**config.mk**
```make
export PLATFORM = sky130hd
export DESIGN_NAME = cam_phaser_hot_stuck_monitor
export DESIGN_NICKNAME = d
export VERILOG_FILES = /design/src/hw/rtl/chm_pkg.sv /design/src/hw/rtl/cam_phaser_hot_stuck_monitor.sv /design/src/hw/rtl/chm_ctrl.sv /design/src/hw/rtl/chm_dp.sv
export SDC_FILE = /design/constraint.sdc
export NUM_CORES = 1
export LEC_CHECK = 0
export ABC_AREA = 0
export BUFFER_PORTS_ARGS = -buffer_cell sky130_fd_sc_hd__buf_2
export CORE_MARGIN = 10
export CORE_UTILIZATION = 54
export DETAILED_ROUTE_END_ITERATION = 8
export GPL_TIMING_DRIVEN = 0
export PLACE_DENSITY_LB_ADDON = 0.15
export SLEW_MARGIN = 30
export SYNTH_ARGS = -nofsm -noshare
export SYNTH_HDL_FRONTEND = slang
export SYNTH_SLANG_ARGS = --single-unit
```
**constraint.sdc**
```tcl
create_clock -name clk -period 6.06 [get_ports clk]
set_input_delay 0.606 -clock clk [delete_from_list [all_inputs] [get_ports clk]]
set_output_delay 0.606 -clock clk [all_outputs]
set_load 0.02 [all_outputs]
```
**src/hw/rtl/chm_pkg.sv**
```systemverilog
// Package for the cam phaser hot-stuck monitor.
// Holds the controller states, register indexes, command and status types and constants.
// It depends on nothing else.
package chm_pkg;

  localparam int CFG_W        = 16;
  localparam int CFG_ADDR_W   = 3;
  localparam int DIV_W        = 15;
  localparam int CNT_W        = 4;
  localparam int AMP_SCALE    = 75;
  localparam int OFFSET_SCALE = 3;
  localparam int DELAY_MAX    = 255;
  localparam int ANGLE_SHIFT  = 3;
  localparam int ANGLE_HALF   = 4;
  localparam int ANGLE_POS    = 127;
  localparam int ANGLE_NEG    = 128;

  typedef enum logic [1:0] {
    ST_IDLE,
    ST_DIV,
    ST_FIN
  } chm_state_t;

  typedef enum logic [CFG_ADDR_W-1:0] {
    REG_SPEED_MIN       = 3'd0,
    REG_OIL_TEMP_MIN    = 3'd1,
    REG_AMPLITUDE_MIN   = 3'd2,
    REG_AMPLITUDE_GAIN  = 3'd3,
    REG_DELAY_OFFSET    = 3'd4,
    REG_BAND_LOW_LIMIT  = 3'd5,
    REG_BAND_HIGH_LIMIT = 3'd6,
    REG_DEVIATION_MIN   = 3'd7
  } chm_reg_t;

  typedef struct packed {
    logic load;
    logic step;
    logic commit;
  } chm_cmd_t;

  typedef struct packed {
    logic div_last;
  } chm_sts_t;

endpackage

```
**src/hw/rtl/cam_phaser_hot_stuck_monitor.sv**
```systemverilog
// Top level of the cam phaser hot-stuck monitor.
// Joins the controller chm_ctrl and the datapath chm_dp; it depends on chm_pkg.
//
// Each input item is one monitor tick; each tick gives exactly one result item.
// The input channel takes an item when in_valid is high and in_stall is low.
// The result channel offers an item on out_valid and moves it when out_stall is low.
// The configuration port writes register cfg_addr with cfg_wdata when cfg_we is high;
// the user must write only while no item is in flight; the block does not enforce it.
// An accepted item passes through a load step, fifteen steps of the bit-serial
// divider that forms amplitude*75/gain, and a commit step that waits for a free slot.
// A new item is taken only once the previous item has committed.
// The input is taken while an earlier result still waits to be moved. When the
// receiver stalls, the finished item waits in the commit stage and the result stays put.
// Reset clears every configuration register and all monitor state to zero, and
// leaves no result pending.
module cam_phaser_hot_stuck_monitor
  import chm_pkg::*;
(
  input  logic                  clk,
  input  logic                  rst_n,
  input  logic                  cfg_we,
  input  logic [CFG_ADDR_W-1:0] cfg_addr,
  input  logic [CFG_W-1:0]      cfg_wdata,
  input  logic                  in_valid,
  output logic                  in_stall,
  input  logic                  in_servo_active,
  input  logic [15:0]           in_engine_speed,
  input  logic signed [15:0]    in_oil_temp_raw,
  input  logic [7:0]            in_setpoint_amplitude,
  input  logic                  in_inhibit,
  input  logic                  in_amplitude_varied,
  input  logic signed [15:0]    in_estimated_angle,
  input  logic signed [7:0]     in_start_angle,
  output logic                  out_valid,
  input  logic                  out_stall,
  output logic                  out_monitor_running,
  output logic                  out_stuck,
  output logic                  out_stuck_upper,
  output logic                  out_stuck_middle,
  output logic                  out_stuck_lower,
  output logic                  out_angle_read,
  output logic signed [7:0]     out_sampled_angle,
  output logic [7:0]            out_angle_deviation,
  output logic [7:0]            out_delay_ticks
);

  chm_cmd_t cmd;
  chm_sts_t sts;

  chm_ctrl u_ctrl (
    .clk       (clk),
    .rst_n     (rst_n),
    .in_valid  (in_valid),
    .in_stall  (in_stall),
    .out_valid (out_valid),
    .out_stall (out_stall),
    .sts       (sts),
    .cmd       (cmd)
  );

  chm_dp u_dp (
    .clk                   (clk),
    .rst_n                 (rst_n),
    .cfg_we                (cfg_we),
    .cfg_addr              (cfg_addr),
    .cfg_wdata             (cfg_wdata),
    .in_servo_active       (in_servo_active),
    .in_engine_speed       (in_engine_speed),
    .in_oil_temp_raw       (in_oil_temp_raw),
    .in_setpoint_amplitude (in_setpoint_amplitude),
    .in_inhibit            (in_inhibit),
    .in_amplitude_varied   (in_amplitude_varied),
    .in_estimated_angle    (in_estimated_angle),
    .in_start_angle        (in_start_angle),
    .cmd                   (cmd),
    .sts                   (sts),
    .out_monitor_running   (out_monitor_running),
    .out_stuck             (out_stuck),
    .out_stuck_upper       (out_stuck_upper),
    .out_stuck_middle      (out_stuck_middle),
    .out_stuck_lower       (out_stuck_lower),
    .out_angle_read        (out_angle_read),
    .out_sampled_angle     (out_sampled_angle),
    .out_angle_deviation   (out_angle_deviation),
    .out_delay_ticks       (out_delay_ticks)
  );

endmodule

```
**src/hw/rtl/chm_ctrl.sv**
```systemverilog
// Controller of the cam phaser hot-stuck monitor.
// Sequences item load, the division steps and the commit, and owns the result valid.
// It depends on chm_pkg.
module chm_ctrl
  import chm_pkg::*;
(
  input  logic     clk,
  input  logic     rst_n,
  input  logic     in_valid,
  output logic     in_stall,
  output logic     out_valid,
  input  logic     out_stall,
  input  chm_sts_t sts,
  output chm_cmd_t cmd
);

  chm_state_t state_r, state_nxt;
  logic       out_valid_r, out_valid_nxt;
  logic       slot_free;

  assign slot_free = !out_valid_r || !out_stall;

  always_comb begin
    state_nxt = state_r;
    case (state_r)
      ST_IDLE: begin
        if (in_valid) begin
          state_nxt = ST_DIV;
        end
      end
      ST_DIV: begin
        if (sts.div_last) begin
          state_nxt = ST_FIN;
        end
      end
      ST_FIN: begin
        if (slot_free) begin
          state_nxt = ST_IDLE;
        end
      end
      default: begin
        state_nxt = ST_IDLE;
      end
    endcase
  end

  always_comb begin
    cmd      = '0;
    in_stall = 1'b1;
    case (state_r)
      ST_IDLE: begin
        in_stall = 1'b0;
        cmd.load = in_valid;
      end
      ST_DIV: begin
        cmd.step = 1'b1;
      end
      ST_FIN: begin
        cmd.commit = slot_free;
      end
      default: begin
        in_stall = 1'b1;
      end
    endcase
  end

  assign out_valid_nxt = cmd.commit ? 1'b1 : (out_valid_r && out_stall);
  assign out_valid     = out_valid_r;

  always_ff @(posedge clk) begin
    if (!rst_n) begin
      state_r     <= ST_IDLE;
      out_valid_r <= 1'b0;
    end else begin
      state_r     <= state_nxt;
      out_valid_r <= out_valid_nxt;
    end
  end

  a_accept_starts_div: assert property (@(posedge clk) disable iff (!rst_n)
    in_valid && !in_stall |=> state_r == ST_DIV)
    else $error("Accepted item did not start the division.");

  a_commit_gives_valid: assert property (@(posedge clk) disable iff (!rst_n)
    cmd.commit |=> out_valid)
    else $error("Committed item did not raise the result valid.");

  a_blocked_fin_waits: assert property (@(posedge clk) disable iff (!rst_n)
    state_r == ST_FIN && out_valid_r && out_stall |=> state_r == ST_FIN && out_valid_r)
    else $error("Commit went ahead while the result slot was full.");

endmodule

```
**src/hw/rtl/chm_dp.sv**
```systemverilog
// Datapath of the cam phaser hot-stuck monitor.
// Holds the registers, the held monitor state, the bit-serial delay divider and the update logic.
// It depends on chm_pkg.
module chm_dp
  import chm_pkg::*;
(
  input  logic                  clk,
  input  logic                  rst_n,
  input  logic                  cfg_we,
  input  logic [CFG_ADDR_W-1:0] cfg_addr,
  input  logic [CFG_W-1:0]      cfg_wdata,
  input  logic                  in_servo_active,
  input  logic [15:0]           in_engine_speed,
  input  logic signed [15:0]    in_oil_temp_raw,
  input  logic [7:0]            in_setpoint_amplitude,
  input  logic                  in_inhibit,
  input  logic                  in_amplitude_varied,
  input  logic signed [15:0]    in_estimated_angle,
  input  logic signed [7:0]     in_start_angle,
  input  chm_cmd_t              cmd,
  output chm_sts_t              sts,
  output logic                  out_monitor_running,
  output logic                  out_stuck,
  output logic                  out_stuck_upper,
  output logic                  out_stuck_middle,
  output logic                  out_stuck_lower,
  output logic                  out_angle_read,
  output logic signed [7:0]     out_sampled_angle,
  output logic [7:0]            out_angle_deviation,
  output logic [7:0]            out_delay_ticks
);

  logic [15:0]        speed_min_r;
  logic signed [13:0] oil_min_r;
  logic [7:0]         amp_min_r;
  logic [7:0]         gain_r;
  logic [7:0]         offset_r;
  logic signed [7:0]  band_lo_r;
  logic signed [7:0]  band_hi_r;
  logic signed [7:0]  dev_min_r;

  always_ff @(posedge clk) begin
    if (!rst_n) begin
      speed_min_r <= '0;
      oil_min_r   <= '0;
      amp_min_r   <= '0;
      gain_r      <= '0;
      offset_r    <= '0;
      band_lo_r   <= '0;
      band_hi_r   <= '0;
      dev_min_r   <= '0;
    end else if (cfg_we) begin
      case (chm_reg_t'(cfg_addr))
        REG_SPEED_MIN:       speed_min_r <= cfg_wdata;
        REG_OIL_TEMP_MIN:    oil_min_r   <= $signed(cfg_wdata[13:0]);
        REG_AMPLITUDE_MIN:   amp_min_r   <= cfg_wdata[7:0];
        REG_AMPLITUDE_GAIN:  gain_r      <= cfg_wdata[7:0];
        REG_DELAY_OFFSET:    offset_r    <= cfg_wdata[7:0];
        REG_BAND_LOW_LIMIT:  band_lo_r   <= $signed(cfg_wdata[7:0]);
        REG_BAND_HIGH_LIMIT: band_hi_r   <= $signed(cfg_wdata[7:0]);
        REG_DEVIATION_MIN:   dev_min_r   <= $signed(cfg_wdata[7:0]);
        default: begin
        end
      endcase
    end
  end

  // Activation conditions, evaluated on the input ports in the accept cycle.
  logic               oil_corr;
  logic signed [13:0] oil_scaled;
  logic               run_in;
  logic [DIV_W-1:0]   dividend;

  assign oil_corr   = in_oil_temp_raw[15] & (|in_oil_temp_raw[1:0]);
  assign oil_scaled = $signed(in_oil_temp_raw[15:2] + {13'd0, oil_corr});
  assign run_in     = in_servo_active && (in_engine_speed > speed_min_r) &&
                      (oil_scaled > oil_min_r) && (in_setpoint_amplitude > amp_min_r) &&
                      !in_inhibit;
  assign dividend   = {{(DIV_W-8){1'b0}}, in_setpoint_amplitude} * DIV_W'(AMP_SCALE);

  logic              run_l_r;
  logic              en_l_r;
  logic signed [15:0] est_r;
  logic signed [7:0]  start_r;

  always_ff @(posedge clk) begin
    if (cmd.load) begin
      run_l_r <= run_in;
      en_l_r  <= run_in && in_amplitude_varied;
      est_r   <= in_estimated_angle;
      start_r <= in_start_angle;
    end
  end

  // Restoring divider, one quotient bit per step.
  logic [DIV_W-1:0] quo_r;
  logic [7:0]       rem_r;
  logic [CNT_W-1:0] cnt_r;
  logic [8:0]       trial;
  logic             trial_ge;

  assign trial    = {rem_r, quo_r[DIV_W-1]};
  assign trial_ge = trial >= {1'b0, gain_r};

  always_ff @(posedge clk) begin
    if (cmd.load) begin
      quo_r <= dividend;
      rem_r <= '0;
      cnt_r <= '0;
    end else if (cmd.step) begin
      quo_r <= {quo_r[DIV_W-2:0], trial_ge};
      rem_r <= trial_ge ? 8'(trial - {1'b0, gain_r}) : trial[7:0];
      cnt_r <= cnt_r + CNT_W'(1);
    end
  end

  assign sts.div_last = (cnt_r == CNT_W'(DIV_W - 1));

  // Held monitor state.
  logic              mon_r,      mon_nxt;
  logic              en_prev_r,  en_prev_nxt;
  logic [7:0]        timer_r,    timer_nxt;
  logic              read_r,     read_nxt;
  logic signed [7:0] angle_r,    angle_nxt;
  logic [7:0]        dev_r,      dev_nxt;
  logic [3:0]        flags_r,    flags_nxt;
  logic [7:0]        delay_r,    delay_nxt;

  logic [9:0]         off3;
  logic [15:0]        delay_sum;
  logic [7:0]         delay_calc;
  logic               edge_det;
  logic               counted;
  logic               expired;
  logic               sample;
  logic [15:0]        est_mag;
  logic [16:0]        est_rnd;
  logic [13:0]        rnd_mag;
  logic signed [7:0]  angle_new;
  logic signed [8:0]  diff;
  logic [8:0]         diff_abs;
  logic [7:0]         dev_new;
  logic               stuck_new;
  logic               stuck_b;

  assign off3       = {2'b00, offset_r} * 10'(OFFSET_SCALE);
  assign delay_sum  = {1'b0, quo_r} + {6'd0, off3};
  assign delay_calc = (gain_r == 8'd0 || delay_sum > 16'(DELAY_MAX)) ? 8'(DELAY_MAX)
                                                                      : delay_sum[7:0];
  assign edge_det   = !en_prev_r && en_l_r;

  assign est_mag  = est_r[15] ? 16'(-est_r) : est_r;
  assign est_rnd  = {1'b0, est_mag} + 17'(ANGLE_HALF);
  assign rnd_mag  = est_rnd[16:ANGLE_SHIFT];

  always_comb begin
    if (est_r[15]) begin
      angle_new = (rnd_mag > 14'(ANGLE_NEG)) ? $signed(8'h80) : $signed(~rnd_mag[7:0] + 8'd1);
    end else begin
      angle_new = (rnd_mag > 14'(ANGLE_POS)) ? $signed(8'h7F) : $signed(rnd_mag[7:0]);
    end
  end

  assign diff      = {angle_new[7], angle_new} - {start_r[7], start_r};
  assign diff_abs  = diff[8] ? 9'(-diff) : diff;
  assign dev_new   = diff_abs[7:0];
  assign stuck_new = $signed({1'b0, dev_new}) < $signed({dev_min_r[7], dev_min_r});

  always_comb begin
    counted   = 1'b0;
    expired   = 1'b0;
    timer_nxt = timer_r;
    if (edge_det) begin
      timer_nxt = delay_calc;
      counted   = 1'b1;
      expired   = (delay_calc == 8'd0);
    end else if (timer_r != 8'd0) begin
      timer_nxt = timer_r - 8'd1;
      counted   = 1'b1;
      expired   = (timer_r == 8'd1);
    end
  end

  assign sample = counted && expired && !read_r;

  always_comb begin
    mon_nxt     = run_l_r;
    en_prev_nxt = en_l_r;
    delay_nxt   = delay_r;
    read_nxt    = read_r;
    angle_nxt   = angle_r;
    dev_nxt     = dev_r;
    flags_nxt   = flags_r;
    stuck_b     = flags_r[0];
    if (run_l_r) begin
      delay_nxt = delay_calc;
      if (counted) begin
        read_nxt = expired;
      end
      if (sample) begin
        angle_nxt = angle_new;
        dev_nxt   = dev_new;
        stuck_b   = stuck_new;
      end
      flags_nxt[0] = stuck_b;
      flags_nxt[1] = stuck_b && (band_lo_r < angle_nxt);
      flags_nxt[2] = stuck_b && (band_lo_r >= angle_nxt) && (band_hi_r <= angle_nxt);
      flags_nxt[3] = stuck_b && (band_lo_r >= angle_nxt) && (band_hi_r > angle_nxt);
    end
  end

  always_ff @(posedge clk) begin
    if (!rst_n) begin
      mon_r     <= 1'b0;
      en_prev_r <= 1'b0;
      timer_r   <= '0;
      read_r    <= 1'b0;
      angle_r   <= '0;
      dev_r     <= '0;
      flags_r   <= '0;
      delay_r   <= '0;
    end else if (cmd.commit) begin
      mon_r     <= mon_nxt;
      en_prev_r <= en_prev_nxt;
      delay_r   <= delay_nxt;
      read_r    <= read_nxt;
      angle_r   <= angle_nxt;
      dev_r     <= dev_nxt;
      flags_r   <= flags_nxt;
      if (run_l_r) begin
        timer_r <= timer_nxt;
      end
    end
  end

  assign out_monitor_running = mon_r;
  assign out_stuck           = flags_r[0];
  assign out_stuck_upper     = flags_r[1];
  assign out_stuck_middle    = flags_r[2];
  assign out_stuck_lower     = flags_r[3];
  assign out_angle_read      = read_r;
  assign out_sampled_angle   = angle_r;
  assign out_angle_deviation = dev_r;
  assign out_delay_ticks     = delay_r;

  a_bands_exclusive: assert property (@(posedge clk) disable iff (!rst_n)
    $onehot0(flags_r[3:1]))
    else $error("More than one stuck band is set.");

  a_band_needs_stuck: assert property (@(posedge clk) disable iff (!rst_n)
    (flags_r[3:1] != 3'b000) |-> flags_r[0])
    else $error("A stuck band is set without the stuck flag.");

  a_idle_state_holds: assert property (@(posedge clk) disable iff (!rst_n)
    !cmd.commit |=> $stable(flags_r) && $stable(angle_r) && $stable(timer_r))
    else $error("Monitor state changed outside a commit.");

endmodule
```
==> results.json, run 1 <==
{
  "synthTopCellsByCount": "nand2_1, ha_1, a21oi_1",
  "hold_path_depth": 1,
  "core_sq_um": 21100,
  "place.gp.congestion": 0.885,
  "critPathLaunch": "u_dp.est_r[2]",
  "synthCells": 1409,
  "wire_per_inst_um": 16.1,
  "rsz0062_at_grt": "true",
  "slew_viol_final": 0,
  "cp.arrival_ns": 6.43,
  "die_height_um": 167,
  "ctsHoldBuffers": 0,
  "drt-initial-drc-count": 767,
  "place_area_sq_um": 12500,
  "max_slew.worst_pin.slew_ns": 0.972,
  "row_count": 53,
  "netlist-cell-type-count": 79,
  "syn_avg_cell_area_sq_um": 8.23,
  "vias_per_cell": 5.61,
  "critPathRequiredTime_ns": 6.44,
  "wirelength_um": 29900,
  "dpl.hpwl_um": 22700,
  "final_nets": 1811,
  "drcViolationCount": 0,
  "startpoint_type": "flop",
  "leakage_nw": 5.61,
  "synth_top_cell_by_area": "dfxtp_1",
  "grt_pass1_vias": 10000,
  "min_path_type": "in2reg",
  "cts_max_level": 4,
  "irDropWorstVdd_mv": 0.180,
  "start_util_pct": 55.0,
  "synth_edf_count": 41,
  "clock_latency_ns": 0.44,
  "hp-start": "in_estimated_angle[5]",
  "drive_gt1_share_pct": 15.3,
  "grt_pass1_wl_um": 48800,
  "outcome": "finished clean",
  "post-place-ws_ns": -1.11,
  "cp_max_fo": 3,
  "synth-seq-cells": 173,
  "portBuffers": 112,
  "grt_usage_pct": 20.9,
  "r2r_slack_ns": 0.008,
  "finalSetupViolCount": 0,
  "design.die.area_sq_um": 27700,
  "pin_count": 123,
  "yosysSeqAreaShare_pct": 33.4,
  "cts.sinks": 173,
  "max-cap-violations": 0,
  "timing.rr.start": "u_dp.est_r[2]",
  "critPathKind": "reg2reg",
  "syn-num-nets": 1652,
  "worstRegToRegCells": 31,
  "powerDensity_nw_per_um2": 257,
  "hold_viol_final": 0,
  "antenna_left": 0,
  "yosysTopAreaCellShare_pct": 22.8,
  "vias": 10400,
  "crit_buf_inv": 1,
  "path_depth": 31,
  "ys_top_cells_by_area": "dfxtp_1, ha_1, edfxtp_1, nand2_1, a21oi_1",
  "fin_crit_ns": 6.05,
  "syn-cell-area_sq_um": 11600,
  "ys.flop_type": "dfxtp_1",
  "seq_area_sq_um": 3870,
  "whs_endpoint": "u_dp.est_r[5]",
  "design_area_sq_um": 13600,
  "clk_pin_slew_ns": 0.07,
  "grt.overflow.total": 0,
  "fmax_mhz": 165,
  "area_delta_synth_final_pct": 17.5,
  "crit_slowest_cell": "or4b_4",
  "timing.final.crit_share_pct": 99.9,
  "antenna_found_initial": 0,
  "slew_headroom_pct": 34.7,
  "critPathCaptureType": "flop",
  "numCtsBuffers": 17,
  "cts-root-buf": "clkbuf_16",
  "die_w_um": 167,
  "diodes": 0,
  "worstReg2RegEnd": "u_dp.flags_r[2]",
  "slowest_delay_ns": 0.57,
  "dr.pass1.iters": 5,
  "skew_ns": 0.0127,
  "postLayoutCoreUtil_pct": 64.6,
  "clk_path_buf_depth": 2,
  "synthArstFlopShare_pct": 0,
  "cts_tree": "done",
  "multi_input_area_sq_um": 7350,
  "grt_max_degree": 26,
  "yosysMostFrequentCell": "nand2_1",
  "layout_setup_ws_ns": 0.00755,
  "path_delay_family": "compound AO/OA/AOI/OAI gates",
  "fillers": 1814,
  "ys.warnings.count": 0
}
==> worst max path at each step <==
stage / end
3_3_place_gp: u_dp.flags_r[3]
6_report: u_dp.flags_r[2]
5_1_grt: u_dp.flags_r[3]
3_5_place_dp: u_dp.flags_r[3]
4_1_cts: u_dp.flags_r[2]
2_1_floorplan: u_dp.flags_r[2]
==> power by group <==
group | internal, W | switching [W] | total, W
combinational | 0.000464 | 0.000603 | 0.00107
clock | 0.000613 | 0.000498 | 0.00111
sequential | 0.00127 | 0.0000625 | 0.00133
total | 0.00234 | 0.00116 | 0.00351
==> state kept, by name, indices dropped and copies added (netlist names), 14 cells and up <==
| register | flops |
|---|---|
| u_dp.oil_min_r | 14 |
| u_dp.est_r | 16 |
| u_dp.quo_r | 15 |
| u_dp.speed_min_r | 16 |
==> through the flow <==
step,power [W],std cells,setup TNS (ns),hold WS [ns]
after floorplan,0.00207,1409,0,0.426
after CTS,0.00349,1852,-0.102,0.334
after detailed placement,0.00231,1797,-4.49,0.446
after global placement,0.00229,1796,-4.04,0.440
final,0.00351,1855,0,0.346
after global routing,0.00372,1855,-0.984,0.330
==> routing by layer <==
| layer | global-route usage, % | vias up | part of all wire (%) |
|---|---|---|---|
| li1 | - | 5199 | - |
| met1 | 25.8 | 4895 | 44 |
| met2 | 35.6 | 250 | 49 |
| met3 | 3.18 | 57 | 4.1 |
| met4 | 8.32 | 0 | 3.0 |
| met5 | 0 | - | 0 |
==> kinds of logic (layout without fill, tap and decap cells) <==
logic type	Yosys count	count (layout)	synth area share, %
simple gates	524	524	20.7
compound gates	318	318	16.7
flops	173	173	33.4
buf+inv	163	334	5.43
fa+ha+maj	152	152	17.5
xor+xnor	52	52	3.93
mux	27	27	2.35
==> cell type report <==
type | instances | share of cell area (%)
multi-input combinational | 1073 | 54.0
sequential | 173 | 28.4
timing repair buffer | 143 | 5.94
clock buffer | 19 | 3.41
inverter | 113 | 3.11
tap | 275 | 2.53
buffer | 47 | 1.70
clock inverter | 12 | 0.918
==> placed cells by master (no fill, tap or decap), drive strengths merged, types with 24 or more instances in the layout <==
cell type  count
inv          120
a21oi        134
nand2b        24
mux2i         25
buf          150
nand2        239
o21ai         78
nor2         114
nor2b         24
edfxtp        41
clkbuf        59
dfxtp        132
ha           135
nand3         33
xnor2         31
==> timing repair <==
item | 4_1_cts | 5_1_grt
pin swaps | 28 | 29
gates resized for setup | 47 | 15
setup buffers | 24 | 6
setup endpoints to repair | 5 | 5
endpoints found under the hold margin | 0 | 0
Power figures use the tool's default switching activity.
==> run 2: changes to the inputs <==
--- a/config.mk
+++ b/config.mk
@@ -10,3 +10,3 @@
 export CORE_MARGIN = 10
-export CORE_UTILIZATION = 54
+export CORE_UTILIZATION = 55
 export DETAILED_ROUTE_END_ITERATION = 8
@@ -17,2 +17,3 @@
 export SYNTH_HDL_FRONTEND = slang
+export SYNTH_HIERARCHICAL = 1
 export SYNTH_SLANG_ARGS = --single-unit
--- a/constraint.sdc
+++ b/constraint.sdc
@@ -3,2 +3,2 @@
 set_output_delay 0.606 -clock clk [all_outputs]
-set_load 0.02 [all_outputs]
+set_load 0.01 [all_outputs]
==> run 2 against run 1 <==
  * Maximum frequency is 0.63% lower
  * Highest routed layer unchanged
  * Global-route usage is 1.2 points higher
  * Clock skew is 0.0061 ns lower
  * Sequential share of layout area is 0.90 points lower
  * The run now ends with negative setup slack left
  * Via count is 3.9% higher
  * Sequential power hardly changed
==> results.json, run 2 <==
{
  "outcome": "finished with violations",
  "violations": "negative setup slack",
  "core_sq_um": 21700,
  "vias": 10800,
  "clk_path_buf_depth": 2,
  "numPlacedInstances": 1837,
  "place.gp.congestion": 0.930,
  "synthArstFlopShare_pct": 0,
  "dr.pass1.iters": 5,
  "design_area_sq_um": 14100,
  "slew_viol_final": 0,
  "slew_headroom_pct": 35.2,
  "start_util_pct": 55.6,
  "cts_tree": "done",
  "portBuffers": 112,
  "syn-num-nets": 1686,
  "crit_slowest_cell": "o41a_1",
  "die_height_um": 168,
  "final_nets": 1842,
  "critPathCaptureType": "flop",
  "ctsHoldBuffers": 0,
  "powerDensity_nw_per_um2": 252,
  "synth-seq-cells": 173,
  "tns_ns": -0.0859,
  "leakage_nw": 5.63,
  "postLayoutCoreUtil_pct": 64.9,
  "drt-initial-drc-count": 908,
  "rsz0062_at_grt": "true",
  "final_cells": 1892,
  "reg_top3": "u_dp/est_r x16, u_dp/speed_min_r x16, u_dp/quo_r x15",
  "path_delay_family": "compound AO/OA/AOI/OAI gates",
  "drive_gt1_share_pct": 15.9,
  "cts.sinks": 173,
  "pin_count": 123,
  "synth_top_cell_by_area": "dfxtp_1",
  "max-cap-violations": 0,
  "grt_pass1_wl_um": 52400,
  "crit_buf_inv": 2,
  "slowest_delay_ns": 0.47,
  "synth_edf_count": 41,
  "clock_latency_ns": 0.44,
  "ys.warnings.count": 6,
  "startpoint_type": "flop",
  "grt_max_degree": 21,
  "layout_setup_ws_ns": -0.0307,
  "antenna_left": 0,
  "design.die.area_sq_um": 28300,
  "critPathRequiredTime_ns": 6.43,
  "min_path_type": "in2reg",
  "grt.overflow.total": 0,
  "diodes": 0,
  "finalSetupViolCount": 3,
  "vias_per_cell": 5.71,
  "yosysTopAreaCellShare_pct": 21.9,
  "dpl.hpwl_um": 24200,
  "antenna_found_initial": 0,
  "cp.arrival_ns": 6.46,
  "cts-root-buf": "clkbuf_16",
  "grt_usage_pct": 22.1,
  "place_area_sq_um": 13000,
  "synthTopCellsByCount": "nand2_1, a21oi_1, ha_1",
  "die_w_um": 168,
  "syn-cell-area_sq_um": 12100,
  "critPathKind": "reg2reg",
  "grt_pass1_vias": 10600,
  "skew_ns": 0.00657,
  "syn_avg_cell_area_sq_um": 8.36,
  "wire_per_inst_um": 16.9,
  "synthCells": 1444,
  "drcViolationCount": 0,
  "max_slew.worst_pin.slew_ns": 0.969,
  "netlist-cell-type-count": 86,
  "numCtsBuffers": 17,
  "row_count": 54,
  "irDropWorstVdd_mv": 0.170,
  "yosysSeqAreaShare_pct": 32.1,
  "power_w": 0.00354,
  "layout_common_cells": "nand2_1, a21oi_1, dfxtp_1",
  "fmax_mhz": 164,
  "area_delta_synth_final_pct": 16.6,
  "cts_max_level": 4,
  "yosysMostFrequentCell": "nand2_1",
  "layout_commonest_cell": "nand2_1",
  "cp_max_fo": 5,
  "ys_top_cells_by_area": "dfxtp_1, ha_1, edfxtp_1, nand2_1, a21oi_1",
  "timing.final.crit_share_pct": 101,
  "ys.flop_type": "dfxtp_1",
  "fin_crit_ns": 6.09,
  "clk_pin_slew_ns": 0.07,
  "hold_viol_final": 0,
  "wirelength_um": 32100
}
-- run 2: cell type report --
type / count / area [sq um]
multi-input combinational: 1086 / 7700
timing repair buffer: 140 / 791
buffer: 58 / 284
clock buffer: 25 / 539
clock inverter: 6 / 67.6
fill: 1862 / 7620
tap: 280 / 350
sequential: 173 / 3870
inverter: 124 / 465
-- run 2: path summary, 6_finish.rpt --
kind	from	to	cells past startpoint	slack, ns
setup / recovery	u_dp/est_r[0]	u_dp/flags_r[3]	27	-0.03
hold / removal	in_estimated_angle[12]	u_dp/est_r[12]	1	0.34
setup reg to reg	u_dp/est_r[0]	u_dp/flags_r[3]	27	-0.03
hold reg to reg	u_dp/out_angle_deviation[2]	u_dp/out_angle_deviation[2]	2	0.45
-- run 2: repair_timing --
| item | in CTS | in global routing |
|---|---|---|
| buffers inserted | 17 | 10 |
| endpoints found under the setup margin | 5 | 4 |
| pin swaps | 22 | 23 |
| cloned | 0 | 0 |
| resized for setup | 44 | 16 |
-- run 2: logic make-up after synthesis --
logic type / share of synthesized area (%)
AND/OR/NAND/NOR: 19.9
AO/OA/AOI/OAI: 18.6
buffers and inverters: 6.01
flip-flops: 32.1
adder cells (fa/ha/maj): 16.7
XOR/XNOR: 3.92
multiplexers: 2.80
-- run 2: through the flow --
step                      setup slack (ns)  hold slack [ns]
after floorplan                    0.00166            0.434
after global placement               -1.18            0.439
after detailed placement             -1.33            0.445
after CTS                          0.00370            0.331
after global routing                -0.362            0.325
final                              -0.0307            0.340
-- run 2: power breakdown --
part           switching (W)  internal, W
logic               0.000619     0.000476
clock network       0.000471     0.000664
registers          0.0000497      0.00126
-- run 2: per-layer routing --
| metal | vias up | part of all wire, % | GRT usage [%] |
|---|---|---|---|
| met1 | 5082 | 44 | 27.9 |
| met2 | 289 | 49 | 37.9 |
| li1 | 5386 | - | - |
| met5 | - | 0 | 0 |
| met4 | 0 | 1.9 | 6.17 |
| met3 | 48 | 4.8 | 3.82 |
